--- src/design/rhsv_pkg.sv ---
package rhsv_pkg;

  localparam logic [15:0] SAT_SCALE  = 16'd255;
  localparam logic [15:0] HUE_STEP   = 16'd43;
  localparam logic [7:0]  BASE_RED   = 8'd0;
  localparam logic [7:0]  BASE_GREEN = 8'd85;
  localparam logic [7:0]  BASE_BLUE  = 8'd171;

  localparam int FIFO_DEPTH = 4;
  localparam int PTR_W      = $clog2(FIFO_DEPTH);
  localparam int CNT_W      = $clog2(FIFO_DEPTH + 1);
  localparam int DIV_STAGES = 8;

  typedef struct packed {
    logic [7:0] red;
    logic [7:0] green;
    logic [7:0] blue;
  } pix_t;

  typedef struct packed {
    logic [7:0] hue;
    logic [7:0] saturation;
    logic [7:0] brightness;
  } hsv_t;

  // Classified pixel handed from the front to the back through the queue.
  typedef struct packed {
    logic        grey;
    logic        neg;
    logic [7:0]  base;
    logic [7:0]  chroma;
    logic [7:0]  brightness;
    logic [15:0] sat_num;
    logic [15:0] hue_num;
  } work_t;

  typedef struct packed {
    logic full;
    logic empty;
  } fifo_stat_t;

  // One lane of a restoring divider: partial remainder, dividend bits still
  // to be shifted in, and quotient bits gathered so far.
  typedef struct packed {
    logic [7:0] rem;
    logic [7:0] low;
    logic [7:0] quo;
  } lane_t;

  typedef struct packed {
    logic       grey;
    logic       neg;
    logic [7:0] base;
    logic [7:0] chroma;
    logic [7:0] brightness;
    lane_t      sat_lane;
    lane_t      hue_lane;
  } stage_t;

  // The quotient always fits in 8 bits here, so the upper dividend byte is
  // already below the divisor and serves as the first partial remainder.
  function automatic lane_t lane_init(logic [15:0] num);
    lane_t l;
    l.rem = num[15:8];
    l.low = num[7:0];
    l.quo = 8'd0;
    return l;
  endfunction

  function automatic lane_t lane_step(lane_t l, logic [7:0] d);
    logic [8:0] t;
    lane_t      n;
    t     = {l.rem, l.low[7]};
    n.low = {l.low[6:0], 1'b0};
    if (t >= {1'b0, d}) begin
      n.rem = 8'(t - {1'b0, d});
      n.quo = {l.quo[6:0], 1'b1};
    end else begin
      n.rem = t[7:0];
      n.quo = {l.quo[6:0], 1'b0};
    end
    return n;
  endfunction

endpackage

--- src/design/rhsv_front.sv ---
module rhsv_front (
  input  logic                   clk,
  input  logic                   rst,
  input  logic                   pix_valid,
  output logic                   pix_stall,
  input  rhsv_pkg::pix_t         pix,
  input  rhsv_pkg::fifo_stat_t   stat,
  output logic                   push,
  output rhsv_pkg::work_t        work
);

  logic            valid;
  logic            advance;
  logic [7:0]      hi;
  logic [7:0]      lo;
  logic [7:0]      chroma;
  logic [8:0]      diff;
  logic [7:0]      mag;
  logic [7:0]      base;
  rhsv_pkg::work_t work_next;

  assign advance   = !valid || !stat.full;
  assign pix_stall = !advance;
  assign push      = valid && !stat.full;

  always_comb begin
    hi = (pix.red > pix.green) ? pix.red : pix.green;
    if (pix.blue > hi) begin
      hi = pix.blue;
    end
    lo = (pix.red < pix.green) ? pix.red : pix.green;
    if (pix.blue < lo) begin
      lo = pix.blue;
    end
    chroma = hi - lo;

    // Red wins ties for the largest channel, then green.
    if (hi == pix.red) begin
      base = rhsv_pkg::BASE_RED;
      diff = {1'b0, pix.green} - {1'b0, pix.blue};
    end else if (hi == pix.green) begin
      base = rhsv_pkg::BASE_GREEN;
      diff = {1'b0, pix.blue} - {1'b0, pix.red};
    end else begin
      base = rhsv_pkg::BASE_BLUE;
      diff = {1'b0, pix.red} - {1'b0, pix.green};
    end
    mag = diff[8] ? 8'(-diff) : diff[7:0];

    work_next.grey       = (chroma == 8'd0);
    work_next.neg        = diff[8];
    work_next.base       = base;
    work_next.chroma     = chroma;
    work_next.brightness = hi;
    work_next.sat_num    = 16'(rhsv_pkg::SAT_SCALE * {8'd0, chroma});
    work_next.hue_num    = 16'(rhsv_pkg::HUE_STEP * {8'd0, mag});
  end

  always_ff @(posedge clk) begin
    if (rst) begin
      valid <= 1'b0;
    end else if (advance) begin
      valid <= pix_valid;
    end
  end

  always_ff @(posedge clk) begin
    if (advance && pix_valid) begin
      work <= work_next;
    end
  end

endmodule

--- src/design/rhsv_fifo.sv ---
module rhsv_fifo (
  input  logic                  clk,
  input  logic                  rst,
  input  logic                  push,
  input  rhsv_pkg::work_t       wr_data,
  input  logic                  pop,
  output rhsv_pkg::work_t       head,
  output rhsv_pkg::fifo_stat_t  stat
);

  rhsv_pkg::work_t                mem [rhsv_pkg::FIFO_DEPTH];
  logic [rhsv_pkg::PTR_W-1:0]     wr_ptr;
  logic [rhsv_pkg::PTR_W-1:0]     rd_ptr;
  logic [rhsv_pkg::CNT_W-1:0]     count;

  assign stat.full  = (count == rhsv_pkg::CNT_W'(rhsv_pkg::FIFO_DEPTH));
  assign stat.empty = (count == '0);
  assign head       = mem[rd_ptr];

  always_ff @(posedge clk) begin
    if (push) begin
      mem[wr_ptr] <= wr_data;
    end
  end

  always_ff @(posedge clk) begin
    if (rst) begin
      wr_ptr <= '0;
      rd_ptr <= '0;
      count  <= '0;
    end else begin
      if (push) begin
        wr_ptr <= wr_ptr + rhsv_pkg::PTR_W'(1);
      end
      if (pop) begin
        rd_ptr <= rd_ptr + rhsv_pkg::PTR_W'(1);
      end
      if (push && !pop) begin
        count <= count + rhsv_pkg::CNT_W'(1);
      end else if (pop && !push) begin
        count <= count - rhsv_pkg::CNT_W'(1);
      end
    end
  end

endmodule

--- src/design/rhsv_back.sv ---
module rhsv_back (
  input  logic                  clk,
  input  logic                  rst,
  input  rhsv_pkg::fifo_stat_t  stat,
  input  rhsv_pkg::work_t       head,
  output logic                  pop,
  output logic                  hsv_valid,
  input  logic                  hsv_stall,
  output rhsv_pkg::hsv_t        hsv
);

  localparam int N = rhsv_pkg::DIV_STAGES;

  logic                 move;
  logic                 vld     [N];
  rhsv_pkg::stage_t     stg     [N];
  rhsv_pkg::stage_t     stg_in  [N];
  rhsv_pkg::stage_t     stg_next[N];
  rhsv_pkg::hsv_t       hsv_next;
  logic [7:0]           q_hue;
  logic [7:0]           off;

  // The whole divider pipeline advances together whenever the output
  // register is free or being emptied.
  assign move = !hsv_valid || !hsv_stall;
  assign pop  = move && !stat.empty;

  always_comb begin
    stg_in[0].grey       = head.grey;
    stg_in[0].neg        = head.neg;
    stg_in[0].base       = head.base;
    stg_in[0].chroma     = head.chroma;
    stg_in[0].brightness = head.brightness;
    stg_in[0].sat_lane   = rhsv_pkg::lane_init(head.sat_num);
    stg_in[0].hue_lane   = rhsv_pkg::lane_init(head.hue_num);
    for (int i = 1; i < N; i++) begin
      stg_in[i] = stg[i-1];
    end
    // Each stage retires one quotient bit of both divisions.
    for (int i = 0; i < N; i++) begin
      stg_next[i]          = stg_in[i];
      stg_next[i].sat_lane = rhsv_pkg::lane_step(stg_in[i].sat_lane,
                                                 stg_in[i].brightness);
      stg_next[i].hue_lane = rhsv_pkg::lane_step(stg_in[i].hue_lane,
                                                 stg_in[i].chroma);
    end
  end

  always_comb begin
    q_hue = stg[N-1].hue_lane.quo;
    off   = stg[N-1].neg ? 8'(-q_hue) : q_hue;
    hsv_next.brightness = stg[N-1].brightness;
    if (stg[N-1].grey) begin
      hsv_next.hue        = 8'd0;
      hsv_next.saturation = 8'd0;
    end else begin
      hsv_next.hue        = stg[N-1].base + off;
      hsv_next.saturation = stg[N-1].sat_lane.quo;
    end
  end

  always_ff @(posedge clk) begin
    if (rst) begin
      for (int i = 0; i < N; i++) begin
        vld[i] <= 1'b0;
      end
      hsv_valid <= 1'b0;
    end else if (move) begin
      vld[0] <= !stat.empty;
      for (int i = 1; i < N; i++) begin
        vld[i] <= vld[i-1];
      end
      hsv_valid <= vld[N-1];
    end
  end

  always_ff @(posedge clk) begin
    if (move) begin
      for (int i = 0; i < N; i++) begin
        stg[i] <= stg_next[i];
      end
      if (vld[N-1]) begin
        hsv <= hsv_next;
      end
    end
  end

endmodule

--- src/design/rgb_to_hsv_byte.sv ---
// A pixel passes the front register, queue, divider stages and output register.
// Throughput: one pixel per cycle unless stalled; the 8-stage restoring divider
// pipeline in the back part retires one quotient bit of both divisions per stage.
// A 4-entry queue between front and back absorbs output stalls.
// Reset (synchronous, active high) empties the front register, queue and pipeline.
module rgb_to_hsv_byte (
  input  logic            clk,
  input  logic            rst,
  input  logic            pix_valid,
  output logic            pix_stall,
  input  rhsv_pkg::pix_t  pix,
  output logic            hsv_valid,
  input  logic            hsv_stall,
  output rhsv_pkg::hsv_t  hsv
);

  rhsv_pkg::fifo_stat_t stat;
  rhsv_pkg::work_t      work;
  rhsv_pkg::work_t      head;
  logic                 push;
  logic                 pop;

  rhsv_front u_front (
    .clk       (clk),
    .rst       (rst),
    .pix_valid (pix_valid),
    .pix_stall (pix_stall),
    .pix       (pix),
    .stat      (stat),
    .push      (push),
    .work      (work)
  );

  rhsv_fifo u_fifo (
    .clk     (clk),
    .rst     (rst),
    .push    (push),
    .wr_data (work),
    .pop     (pop),
    .head    (head),
    .stat    (stat)
  );

  rhsv_back u_back (
    .clk       (clk),
    .rst       (rst),
    .stat      (stat),
    .head      (head),
    .pop       (pop),
    .hsv_valid (hsv_valid),
    .hsv_stall (hsv_stall),
    .hsv       (hsv)
  );

endmodule

--- config.mk ---
export PLATFORM = sky130hd
export DESIGN_NAME = rgb_to_hsv_byte
export DESIGN_NICKNAME = d
export VERILOG_FILES = /design/src/design/rhsv_pkg.sv /design/src/design/rhsv_front.sv /design/src/design/rhsv_fifo.sv /design/src/design/rhsv_back.sv /design/src/design/rgb_to_hsv_byte.sv
export SDC_FILE = /design/constraint.sdc
export NUM_CORES = 1
export LEC_CHECK = 0
export BUFFER_PORTS_ARGS = -buffer_cell sky130_fd_sc_hd__clkbuf_2
export CAP_MARGIN = 20
export CELL_PAD_IN_SITES_DETAIL_PLACEMENT = 1
export CELL_PAD_IN_SITES_GLOBAL_PLACEMENT = 1
export CORE_MARGIN = 1.5
export CORE_UTILIZATION = 50
export CTS_CLUSTER_SIZE = 30
export DETAILED_ROUTE_END_ITERATION = 7
export GPL_TIMING_DRIVEN = 0
export PLACE_DENSITY_LB_ADDON = 0.1
export SYNTH_ARGS = -nofsm -noshare
export SYNTH_HDL_FRONTEND = slang
export SYNTH_HIERARCHICAL = 1
export SYNTH_SLANG_ARGS = --single-unit
--- constraint.sdc ---
create_clock -name clk -period 33 [get_ports clk]
set_input_delay 1.65 -clock clk [delete_from_list [all_inputs] [get_ports clk]]
set_output_delay 1.65 -clock clk [all_outputs]
set_load 0.02 [all_outputs]
After elaboration in Yosys (flattened, before gate mapping)
Memory sizes are Yosys's and may differ from the RTL's. A register that Yosys moved wholly into a read port is not among the register bits.
Index checks and enable logic that the tools add are counted.
{"block": "op_classes", "mux": 61, "addsub": 27, "eq_ne": 3, "n_bitwise": 8, "n_reduce_logical": 19, "magnitude_cmp": 20, "mul": 2}
{"operator": "8-bit two-way mux", "count": 23}
{"operator": "9-bit by 8-bit greater-or-equal comparator with 1-bit output", "count": 16}
{"operator": "8-bit subtractor", "count": 17}
{"operator": "1-bit two-way mux", "count": 32}
{"operator": "8-bit by 8-bit subtractor with 9-bit output", "count": 3}
{"operator": "9-bit two-way mux", "count": 2}
{"operator": "8-bit equality test", "count": 2}
{"operator": "8-bit greater-than comparator", "count": 2}
{"operator": "8-bit less-than comparator", "count": 2}
{"operator": "8-bit by 8-bit multiplier with 16-bit output, first input constant", "count": 1}
{"operator": "8-bit negation", "count": 2}
{"operator": "6-bit by 8-bit multiplier with 14-bit output, first input constant", "count": 1}
{"operator": "8-bit adder", "count": 1}
{"operator": "1-bit logical NOT", "count": 8}
{"operator": "8-bit logical NOT", "count": 1}
{"operator": "1-bit OR", "count": 8}
{"operator": "3-bit two-way mux", "count": 2}
{"operator": "1-bit logical AND", "count": 5}
{"operator": "2-bit by 1-bit adder with 2-bit output, second input constant", "count": 2}
{"operator": "2-bit two-way mux", "count": 2}
{"operator": "3-bit by 1-bit adder with 3-bit output, second input constant", "count": 1}
{"operator": "3-bit equality test, second input constant", "count": 1}
{"operator": "3-bit logical NOT", "count": 1}
{"operator": "3-bit by 1-bit subtractor with 3-bit output, second input constant", "count": 1}
{"operator": "3 further kinds", "count": 4}
{"block": "totals", "mem_bits_rw": 808, "out_inout_bits": 26, "reg_bits": 89, "n_memories": 3, "word_cells": 158, "inputBits": 28}
{"memory": "u_back.stg", "depth": 8, "width": 72, "rd": 8, "rd_clocked_by_memory_dff": 0, "wr": 8, "line_no": "rhsv_back.sv:16", "rtl": "rhsv_pkg::stage_t stg [N];"}
{"memory": "u_fifo.mem", "depth": 4, "width": 56, "rd": 1, "rd_clocked_by_memory_dff": 1, "wr": 1, "line_no": "rhsv_fifo.sv:11", "rtl": "rhsv_pkg::work_t mem [rhsv_pkg::FIFO_DEPTH];"}
{"memory": "u_back.vld", "depth": 8, "width": 1, "rd": 8, "rd_clocked_by_memory_dff": 0, "wr": 8, "line_no": "rhsv_back.sv:15", "rtl": "logic vld [N];"}

Depth between registers and ports, before layout
Gate-level depths: netlist of run 1.
{"block": "depth", "word_depth": 10, "ltp_mapped": 47, "depth_no_buf": 46}

Hierarchy
The synthesis of run 1 kept the hierarchy.
{"mod": "rhsv_back", "seq_area_each_um2": 14193.6, "instances": 1, "area_per_inst_um2": 22326.4, "cells_per_inst": 1655}
{"mod": "rhsv_fifo", "seq_area_each_um2": 7146.9, "instances": 1, "area_per_inst_um2": 8822.2, "cells_per_inst": 347}
{"mod": "rhsv_front", "seq_area_each_um2": 1521.5, "instances": 1, "area_per_inst_um2": 7049.3, "cells_per_inst": 767}

Worst setup path before layout of run 1
Ideal clock, no wire load.
{"block": "synth_path", "kind": "input port to flip-flop", "start": "in hsv_stall", "end": "reg u_back/hsv[0] (netlist name)", "cell_stages": 2, "required_ns": 32.617, "t_arrival_ns": 12.239, "path_buffers": 0, "setup_ns": 0.383, "path_slack_ns": 20.378, "cell_sequence": "nand2_1 and2_1"}
{"block": "synth_via", "elab_chain_len": 3}
{"element": "from (decl)", "line_no": "rgb_to_hsv_byte.sv:13", "rtl": "input logic hsv_stall,"}
{"element": "1-bit logical NOT", "line_no": "rhsv_back.sv:25", "rtl": "assign move = !hsv_valid || !hsv_stall;"}
{"element": "1-bit logical OR", "line_no": "rhsv_back.sv:25"}
{"element": "2-bit AND reduction (no source line)"}
Every way passes these cells.
A chain may end at the register's enable or synchronous reset.

==> run metrics, run 1 <==
status completed; core region area 75800 um2; Hold Crit Class register to register; # setup viols final 0; Post-Syn Area 38200 um2; fillers 7299; # hold bufs at CTS 0; DIE WIDTH 279 um; most used cell, CP inv_1; Reg2Reg Setup Slack 29520 ps; Post-Synthesis Cells 2769; Max clock buf depth 3; I/O pins 54; area of the multi-input gates 13700 um2; clk sink count 765; clk slew on worst S/H paths 60 ps; Syn Area/Cell 13.8 um2; DR pass1 iterations 5; Post-DP HPWL 58400 um; crit share post-route 0.357; FF-to-FF path depth 11; crit path time final 11760 ps; total CTS buffers 81; max cap viols 0; final WL 79300 um; ANT nets after route 0; Post-CTS Resized 0; RD Place Congestion 0.874; Worst Path Arrival 12140 ps; first-pass GRT wire length 127000 um; post-synth cell types 83; Total GRT Usage 0.206; Worst path top cell family by delay adder cells; DR vias 22000; Post-CTS Setup Repair Bufs 0; Seq cells post-synth 765; Fmax 85.0 MHz; WL per Instance 20.0 um; Startpoint Class primary input; port buffer count 53; DRC 0; Root Driver clkbuf_16; kind of critical path primary input to register; Setup TNS 0 ps; Worst Path Required 33370 ps; Worst Setup SP pix[11]; Worst slew margin 0.332; Crit. End Element register; vias in the first global route 24100; Placement Cell Area 40000 um2; Crit-path slowest cell fa_1; CP Max Fanout 9; grt total ovfl 0; Post-synth EDFFs 754; Synth Warn # 6; critical path buffer and inverter count 9; Slew @ Worst Pin 999 ps; initial antenna violation count 1; die height 279 um; 1st-iter DRT viols 930; Clock Skew 26.6 ps; Post-synth ARST share 0; crit path capture u_front/work[31]$_DFFE_PP_; register area share after synthesis 0.599; ys flop type edfxtp_1; largest net degree at the start of global routing 77; RSZ-0062 raised after global routing no; fin util 0.563; CTS tree yes; register area 22900 um2; Initial Utilization 0.504; vias per std cell 5.56; r2r endpoint u_back/stg[0][19]$_DFFE_PN_; layout cells sized above 1 0.120; Rows 101; die footprint 78100 um2; CP max stage delay 730 ps; clock latency on the worst-skew pair 640 ps; endpoints failing hold 0; CP Depth 48; design area 42700 um2; nets@finish 3259; Syn-to-layout area delta 11.8%; H-tree levels 3; Max Slew Vio Count 0
## placed cells by master (no fill, tap or decap), drive strengths merged, types with 29 or more instances in the layout
cell and instances:
nor2 97, nor3b 29, buf 55, clkbuf 163, a21oi 123, nand4 34
xor2 51, a21o 32, xnor2 51, nor2b 57, o31ai 58, nand2 153
clkinv 36, fa 53, o21ai 164, o21a 45, inv 346, ha 258
edfxtp 754, nand2b 40, a21boi 30, mux4 58
## cells in the mapped netlist (7+ instances only)
library cell / number / area [um2]
clkbuf_1: 9 / 33.8
nand4_1: 30 / 188
a21oi_1: 123 / 616
nand2_1: 153 / 574
nand3_1: 19 / 95.1
o31ai_1: 54 / 405
nor4_1: 8 / 50.1
o21ai_1: 19 / 95.1
dfxtp_1: 11 / 220
a21boi_0: 29 / 218
buf_6: 15 / 169
a31oi_1: 8 / 50.1
buf_4: 13 / 97.6
o31a_1: 15 / 131
nor2_1: 95 / 357
and4_1: 12 / 105
nor2b_1: 57 / 357
a21o_1: 32 / 240
xor2_1: 51 / 447
o21bai_1: 17 / 128
and2_4: 10 / 87.6
nor3b_1: 29 / 218
o21ai_0: 142 / 711
nor3_1: 20 / 100
or2_2: 15 / 93.8
mux4_2: 58 / 1310
a221oi_4: 10 / 263
inv_1: 340 / 1280
edfxtp_1: 754 / 22600
ha_1: 258 / 3230
xnor2_1: 51 / 447
nand2b_1: 40 / 250
mux2i_1: 22 / 220
a211oi_1: 18 / 135
o21a_1: 45 / 338
or3_1: 7 / 43.8
and2_1: 15 / 93.8
fa_1: 53 / 1060
o211ai_1: 12 / 90.1
## cell type report
cell class                      instances  area share
Clock inverter                         48      0.0120
Antenna cell                            1   0.0000586
Tap cell                              978      0.0286
Clock buffer                          100      0.0501
Sequential cell                       765       0.535
Timing Repair Buffer                   67      0.0142
Multi-Input combinational cell       1612       0.320
Buffer                                 51     0.00961
Inverter                              342      0.0301
## per-layer routing
| metal | up-vias | global-route usage | wire length [um] |
|---|---|---|---|
| li1 | 10500 | - | - |
| met1 | 11100 | 0.232 | 32000 |
| met2 | 269 | 0.399 | 43400 |
| met3 | 118 | 0.0269 | 1930 |
| met4 | 0 | 0.0644 | 1940 |
| met5 | - | 0 | 0 |
## state kept, by name, indices dropped and copies added (netlist names), named ones only
name	cells
u_front/valid	1
u_back/hsv	24
u_back/hsv_valid	1
u_fifo/wr_ptr	2
u_fifo/rd_ptr	2
u_front/work	50
u_back/vld	8
u_fifo/count	3
u_fifo/mem	232
u_back/stg	440
## cell families after synthesis
logic type	share of synthesized area
other	0.0000982
buffers and inverters	0.0444
xor gates and xnor gates	0.0234
muxes	0.0416
adders and majority gates	0.112
AOI/OAI and AO/OA	0.105
and+or+nand+nor	0.0746
DFF	0.599
## how the worst min path moves through the flow
| stage | startpoint | end | depth (start not counted) |
|---|---|---|---|
| detailed placement | u_back/stg[0][106]$_DFFE_PN_ | u_back/stg[0][177]$_DFFE_PN_ | 0 |
| floorplan | u_back/stg[1][256]$_DFFE_PN_ | u_back/hsv[0]$_DFFE_PP_ | 0 |
| global route | u_back/stg[0][67]$_DFFE_PN_ | u_back/stg[0][137]$_DFFE_PN_ | 0 |
| finish | u_back/stg[0][67]$_DFFE_PN_ | u_back/stg[0][137]$_DFFE_PN_ | 0 |
| CTS | u_back/stg[0][63]$_DFFE_PN_ | u_back/stg[0][133]$_DFFE_PN_ | 0 |
| global placement | u_back/stg[0][62]$_DFFE_PN_ | u_back/stg[0][132]$_DFFE_PN_ | 0 |
## stage by stage
step / setup WS, ps / hold slack (ps) / cells
2_1_floorplan: 20380 / 400 / 2770
3_3_place_gp: 16720 / 401 / 3801
3_5_place_dp: 20630 / 405 / 3814
4_1_cts: 21250 / 394 / 3962
5_1_grt: 20360 / 394 / 3964
6_report: 21240 / 396 / 3964
Power of run 1 is left out: the tool's default activity adds up to more than one toggle a clock period on the data nets, which glitch-free logic cannot reach.
==> inputs of run 2 (changes only) <==
ABC_AREA = 1   (was not set)
CORE_UTILIZATION = 47   (was 50)
clock period = 10.6 ns   (was 33 ns; I/O delays follow)
==> run metrics, run 2 <==
status completed; nets@finish 4223 (+30%); vias per std cell 5.11 (-8.1%); CTS tree yes; most used cell, CP inv_1; Worst path top cell family by delay adder cells; max cap viols 0 (unchanged); crit share post-route 0.916; grt total ovfl 0 (unchanged); CP Max Fanout 10 (+1); Total GRT Usage 0.210 (+0.00402); largest net degree at the start of global routing 109 (+42%); Slew @ Worst Pin 958 ps (-40.7 ps); I/O pins 54 (unchanged); RSZ-0062 raised after global routing no; Post-DP HPWL 65200 um (+12%); DR pass1 iterations 5 (unchanged); vias in the first global route 27600 (+14%); commonest non-fill, non-tap cell in the layout nand2_1; post-synth top area cell edfxtp_1; core region area 84000 um2 (+11%); Syn-to-layout area delta 12.2%; Worst slew margin 0.361 (+0.0296); Post-synth EDFFs 754 (unchanged); post-synth cell types 47 (-43%); Max Slew Vio Count 0 (unchanged); RD Place Congestion 0.831 (-5.0%); Biggest register u_back/stg; Fmax 103 MHz; die height 295 um (+5.6%); Rows 106 (+5.0%); port buffer count 53 (unchanged); crit path time final 9710 ps; final non-filler cell total 5091 (+28%); Largest regs u_back/stg (440), u_fifo/mem (232), u_front/work (50); critical path buffer and inverter count 11 (+2); share of the synthesized area in the top cell type 0.565 (-0.0275); ANT nets after route 0 (unchanged); Synth Warn # 6 (unchanged); Seq cells post-synth 765 (unchanged); WL per Instance 17.4 um (-13%); Clock Skew 22.2 ps (-4.43 ps); DIE WIDTH 295 um (+5.6%); fillers 9032 (+24%); # setup viols final 0 (unchanged); H-tree levels 3 (unchanged); ys flop type edfxtp_1; kind of critical path primary input to register; CP max stage delay 670 ps (-60 ps); Post-Syn Area 40100 um2 (+4.9%); clk slew on worst S/H paths 60 ps (about the same); Crit-path slowest cell fa_1; initial antenna violation count 0 (-1); Worst Path Arrival 10170 ps (-1970 ps); first-pass GRT wire length 144000 um (+14%); area of the multi-input gates 14600 um2 (+6.6%); 1st-iter DRT viols 1125 (+21%); total CTS buffers 87 (+7.4%); Startpoint Class primary input; Hold Crit Class primary input to register; Post-Synthesis Cells 3731 (+35%); max FFs per register 440 (unchanged); register area share after synthesis 0.571 (-0.0278); Synth area leaders edfxtp_1 (57%), ha_1 (8.1%), nand2_1 (8.1%); layout cells sized above 1 0.109 (-0.0105); dominant cell by count in the synthesized netlist nand2_1; die footprint 87000 um2 (+11%); DRC 0 (unchanged); clock latency on the worst-skew pair 640 ps (about the same); clk sink count 765 (unchanged); Initial Utilization 0.477 (-0.0266); register area 22900 um2 (unchanged); endpoints failing hold 0 (unchanged); Cells after DPL 4928 (+29%); Worst Path Required 11060 ps (-22310 ps); Crit. End Element register; final WL 88800 um (+12%); Syn Area/Cell 10.7 um2 (-22%); number of diodes 0 (-1); Max clock buf depth 3 (unchanged); DR vias 26000 (+18%); Post-synth ARST share 0 (unchanged); Root Driver clkbuf_16; Synth top cells by count nand2_1 (860), edfxtp_1 (754), inv_1 (591); leading cell types in the layout, fill and taps excluded nand2_1 (859), edfxtp_1 (754), inv_1 (587)
==> run 2: path summary, 6_finish.rpt <==
path	slack (ps)	from	endpoint	cells after the start
worst max register to register	7320	register	u_back/stg[0][44]$_DFFE_PN_	15
worst max-delay path	890	pix[13]	u_front/work[31]$_DFFE_PP_	45
worst min-delay path	170	rst	u_front/valid$_SDFFE_PP0N_	2
worst min register to register	400	u_back/stg[0][105]$_DFFE_PN_	u_back/stg[0][176]$_DFFE_PN_	0
==> run 2: timing repair <==
action,4_1_cts,5_1_grt
buffers inserted,0,2
setup endpoints to repair,0,3
hold buffers,0,0
resized for setup,0,5
==> run 2: worst reg2reg max path, stage by stage (launching register included) <==
cell and delay [ps]:
dfxtp_1 420, inv_2 160, buf_6 190, buf_2 280, o21ai_0 140, o22ai_1 550
inv_1 150, ha_1 360, inv_1 90, nor2_1 40, nand2_1 80, nand2_1 70
inv_1 100, nand4_4 190, nand2_1 120, nand2_1 80
==> run 2: final cells by class <==
| cell class | instances | area share |
|---|---|---|
| sequential | 765 | 0.509 |
| multi-input combinational | 2308 | 0.324 |
| clock buffer | 111 | 0.0514 |
| inverter | 605 | 0.0508 |
| tap | 1134 | 0.0316 |
| clock inverter | 51 | 0.0135 |
| timing repair buffer | 64 | 0.0114 |
| buffer | 53 | 0.00871 |
==> run 2: logic make-up (layout without fill, tap and decap cells) <==
| group | count (synthesis) | count (layout) | share of synthesized area |
|---|---|---|---|
| AO/OA/AOI/OAI | 369 | 369 | 0.0507 |
| XOR/XNOR | 96 | 96 | 0.0210 |
| adder cells (fa/ha/maj) | 311 | 311 | 0.107 |
| buffers and inverters | 659 | 884 | 0.0667 |
| flip-flops | 765 | 765 | 0.571 |
| other | 1 | 2 | 0.0000936 |
| AND/OR/NAND/NOR | 1530 | 1530 | 0.184 |
==> run 2: metal layers <==
layer / global-route usage / vias up / wire length, um
met3: 0.0271 / 124 / 2420
met4: 0.0556 / 0 / 1960
met5: 0 / - / 0
met2: 0.392 / 292 / 46400
met1: 0.252 / 12700 / 38000
li1: - / 12900 / -
==> run 2: stage by stage <==
| stage | util | setup TNS, ps | setup WS, ps | hold WS [ps] | cell area [um2] |
|---|---|---|---|---|---|
| final | 0.536 | 0 | 890 | 166 | 45000 |
| after global routing | 0.536 | 0 | 28.8 | 179 | 45000 |
| after CTS | 0.535 | 0 | 257 | 148 | 44900 |
| after detailed placement | 0.501 | -745 | -398 | 405 | 42000 |
| after global placement | 0.497 | -27350 | -1140 | 401 | 41800 |
| after floorplan | - | 0 | 1660 | 400 | 40100 |
Power of run 2 is left out for the same reason.
==> inputs of run 3 (changes only) <==
ABC_AREA = not set   (was 1)
CORE_UTILIZATION = 49   (was 47)
RECOVER_POWER = 50   (was not set)
==> run metrics, run 3 (synthesized netlist as in run 1, its figures left out) <==
crit share post-route 0.923 (+0.00746); DRC 0 (unchanged); worst r2r src u_back/hsv_valid$_SDFFE_PP0N_; Total GRT Usage 0.202 (-0.00757); I/O pins 54 (unchanged); DR pass1 iterations 5 (unchanged); Rows 102 (-3.8%); # setup viols final 0 (unchanged); status finished with violations; Max clock buf depth 3 (unchanged); max FFs per register 440 (unchanged); DR vias 21900 (-16%); leading cell types in the layout, fill and taps excluded edfxtp_1 (754), inv_1 (340), ha_1 (258); 1st-iter DRT viols 1000 (-11%); Initial Utilization 0.494 (+0.0167); ANT nets after route 0 (unchanged); final non-filler cell total 4024 (-21%); Syn-to-layout area delta 11.4%; core region area 77300 um2 (-7.9%); largest net degree at the start of global routing 130 (+19%); Biggest register u_back/stg; kind of critical path primary input to register; first-pass GRT wire length 126000 um (-13%); Cells after DPL 3873 (-21%); die footprint 79600 um2 (-8.5%); Worst slew margin -2.56 (-2.92); Crit-path slowest cell fa_2; clk slew on worst S/H paths 50 ps (about the same); initial antenna violation count 1 (+1); die height 282 um (-4.3%); total CTS buffers 82 (-5.7%); RD Place Congestion 0.854 (+2.7%); Hold Crit Class primary input to register; port buffer count 53 (unchanged); clk sink count 765 (unchanged); WHS Path Cells 3 (+1); fillers 7613 (-16%); register area 22900 um2 (unchanged); CP Max Fanout 8 (-2); Fmax 102 MHz (-0.81%); clock latency on the worst-skew pair 620 ps (-20 ps); CTS tree yes; endpoints failing hold 0 (unchanged); commonest non-fill, non-tap cell in the layout edfxtp_1; Worst Path Arrival 10160 ps (about the same); fin util 0.550 (+0.0147); grt total ovfl 0 (unchanged); nets@finish 3259 (-23%); Post-DP HPWL 58700 um (-9.9%); Largest regs u_back/stg (440), u_fifo/mem (232), u_front/work (50); Worst Path Required 10970 ps (-90 ps); most used cell, CP inv_1; Slew @ Worst Pin 5330 ps (+4370 ps); layout cells sized above 1 0.106 (-0.00316); FF-to-FF path depth 3 (-12); area of the multi-input gates 13700 um2 (-6.0%); Crit. End Element register; final WL 78800 um (-11%); DIE WIDTH 282 um (-4.3%); H-tree levels 3 (unchanged); vias per std cell 5.45 (+6.6%); vias in the first global route 24100 (-13%); Reg2Reg Setup Slack 5030 ps (-2290 ps); Clock Skew 27.2 ps (+5.08 ps); Hold Crit Start pix_valid; WL per Instance 19.6 um (+12%); max cap viols 2 (+2); crit path time final 9790 ps (+79.1 ps); Root Driver clkbuf_16; Max Slew Vio Count 156 (+156); failing checks max-capacitance violations, max-slew violations; Startpoint Class primary input; RSZ-0062 raised after global routing no; CP max stage delay 620 ps (-50 ps); Hold EP u_front/valid$_SDFFE_PP0N_; r2r endpoint u_back/stg[0][159]$_DFFE_PN_
[run 3: cell types whose count changed in the layout (fill, tap and decap cells not counted), sizes merged, moves of 58 or more]
cell	before	now
o31ai	0	58
nand4	139	34
inv	608	347
nor2	295	97
nand2	910	153
mux4	0	58
nand3	152	19
[run 3: through the flow]
stage	TNS [ps]	hold slack, ps	instance area (um2)	setup slack (ps)
finish	0	141	42600	811
floorplan	0	400	38200	1190
global placement	-3930	402	39800	-986
global route	0	129	42600	8.79
detailed placement	-2260	406	40000	-769
CTS	0	111	42600	23.9
[run 3: worst max-delay path by stage]
stage / start / to / slack (ps)
detailed placement: pix[9] / u_front/work[31]$_DFFE_PP_ / -770
global placement: pix[9] / u_front/work[31]$_DFFE_PP_ / -990
global route: pix[9] / u_front/work[31]$_DFFE_PP_ / 9
floorplan: pix[9] / u_front/work[31]$_DFFE_PP_ / 1190
finish: pix[9] / u_front/work[31]$_DFFE_PP_ / 810
CTS: pix[9] / u_front/work[31]$_DFFE_PP_ / 20
[run 3: final cells by class]
type | count | area share
antenna | 1 | 0.0000588
clock buffer | 101 | 0.0504
clock inverter | 46 | 0.00914
inverter | 342 | 0.0302
buffer | 50 | 0.00897
sequential | 765 | 0.537
timing repair buffer | 67 | 0.0115
tap | 1040 | 0.0306
multi-input combinational | 1612 | 0.322
[run 3: critical path: cells and delay by family]
kind / cells / cell delay (ps)
compound gates: 16 / 2760
xor+xnor: 1 / 90
fa+ha+maj: 9 / 3900
buf+inv: 10 / 1380
mux: 1 / 300
simple gates: 9 / 1160
[run 3: timing repair]
| item | CTS | global route |
|---|---|---|
| pin swaps | 0 | 1 |
| hold buffers | 0 | 0 |
| setup buffers | 0 | 3 |
| resized for setup | 1 | 13 |
| setup endpoints to repair | 1 | 7 |
[run 3: layer usage]
| layer | track usage | share of wire |
|---|---|---|
| met5 | 0 | 0 |
| met3 | 0.0234 | 0.024 |
| met2 | 0.379 | 0.53 |
| met1 | 0.233 | 0.41 |
| met4 | 0.0842 | 0.037 |
Power of run 3 is left out for the same reason.
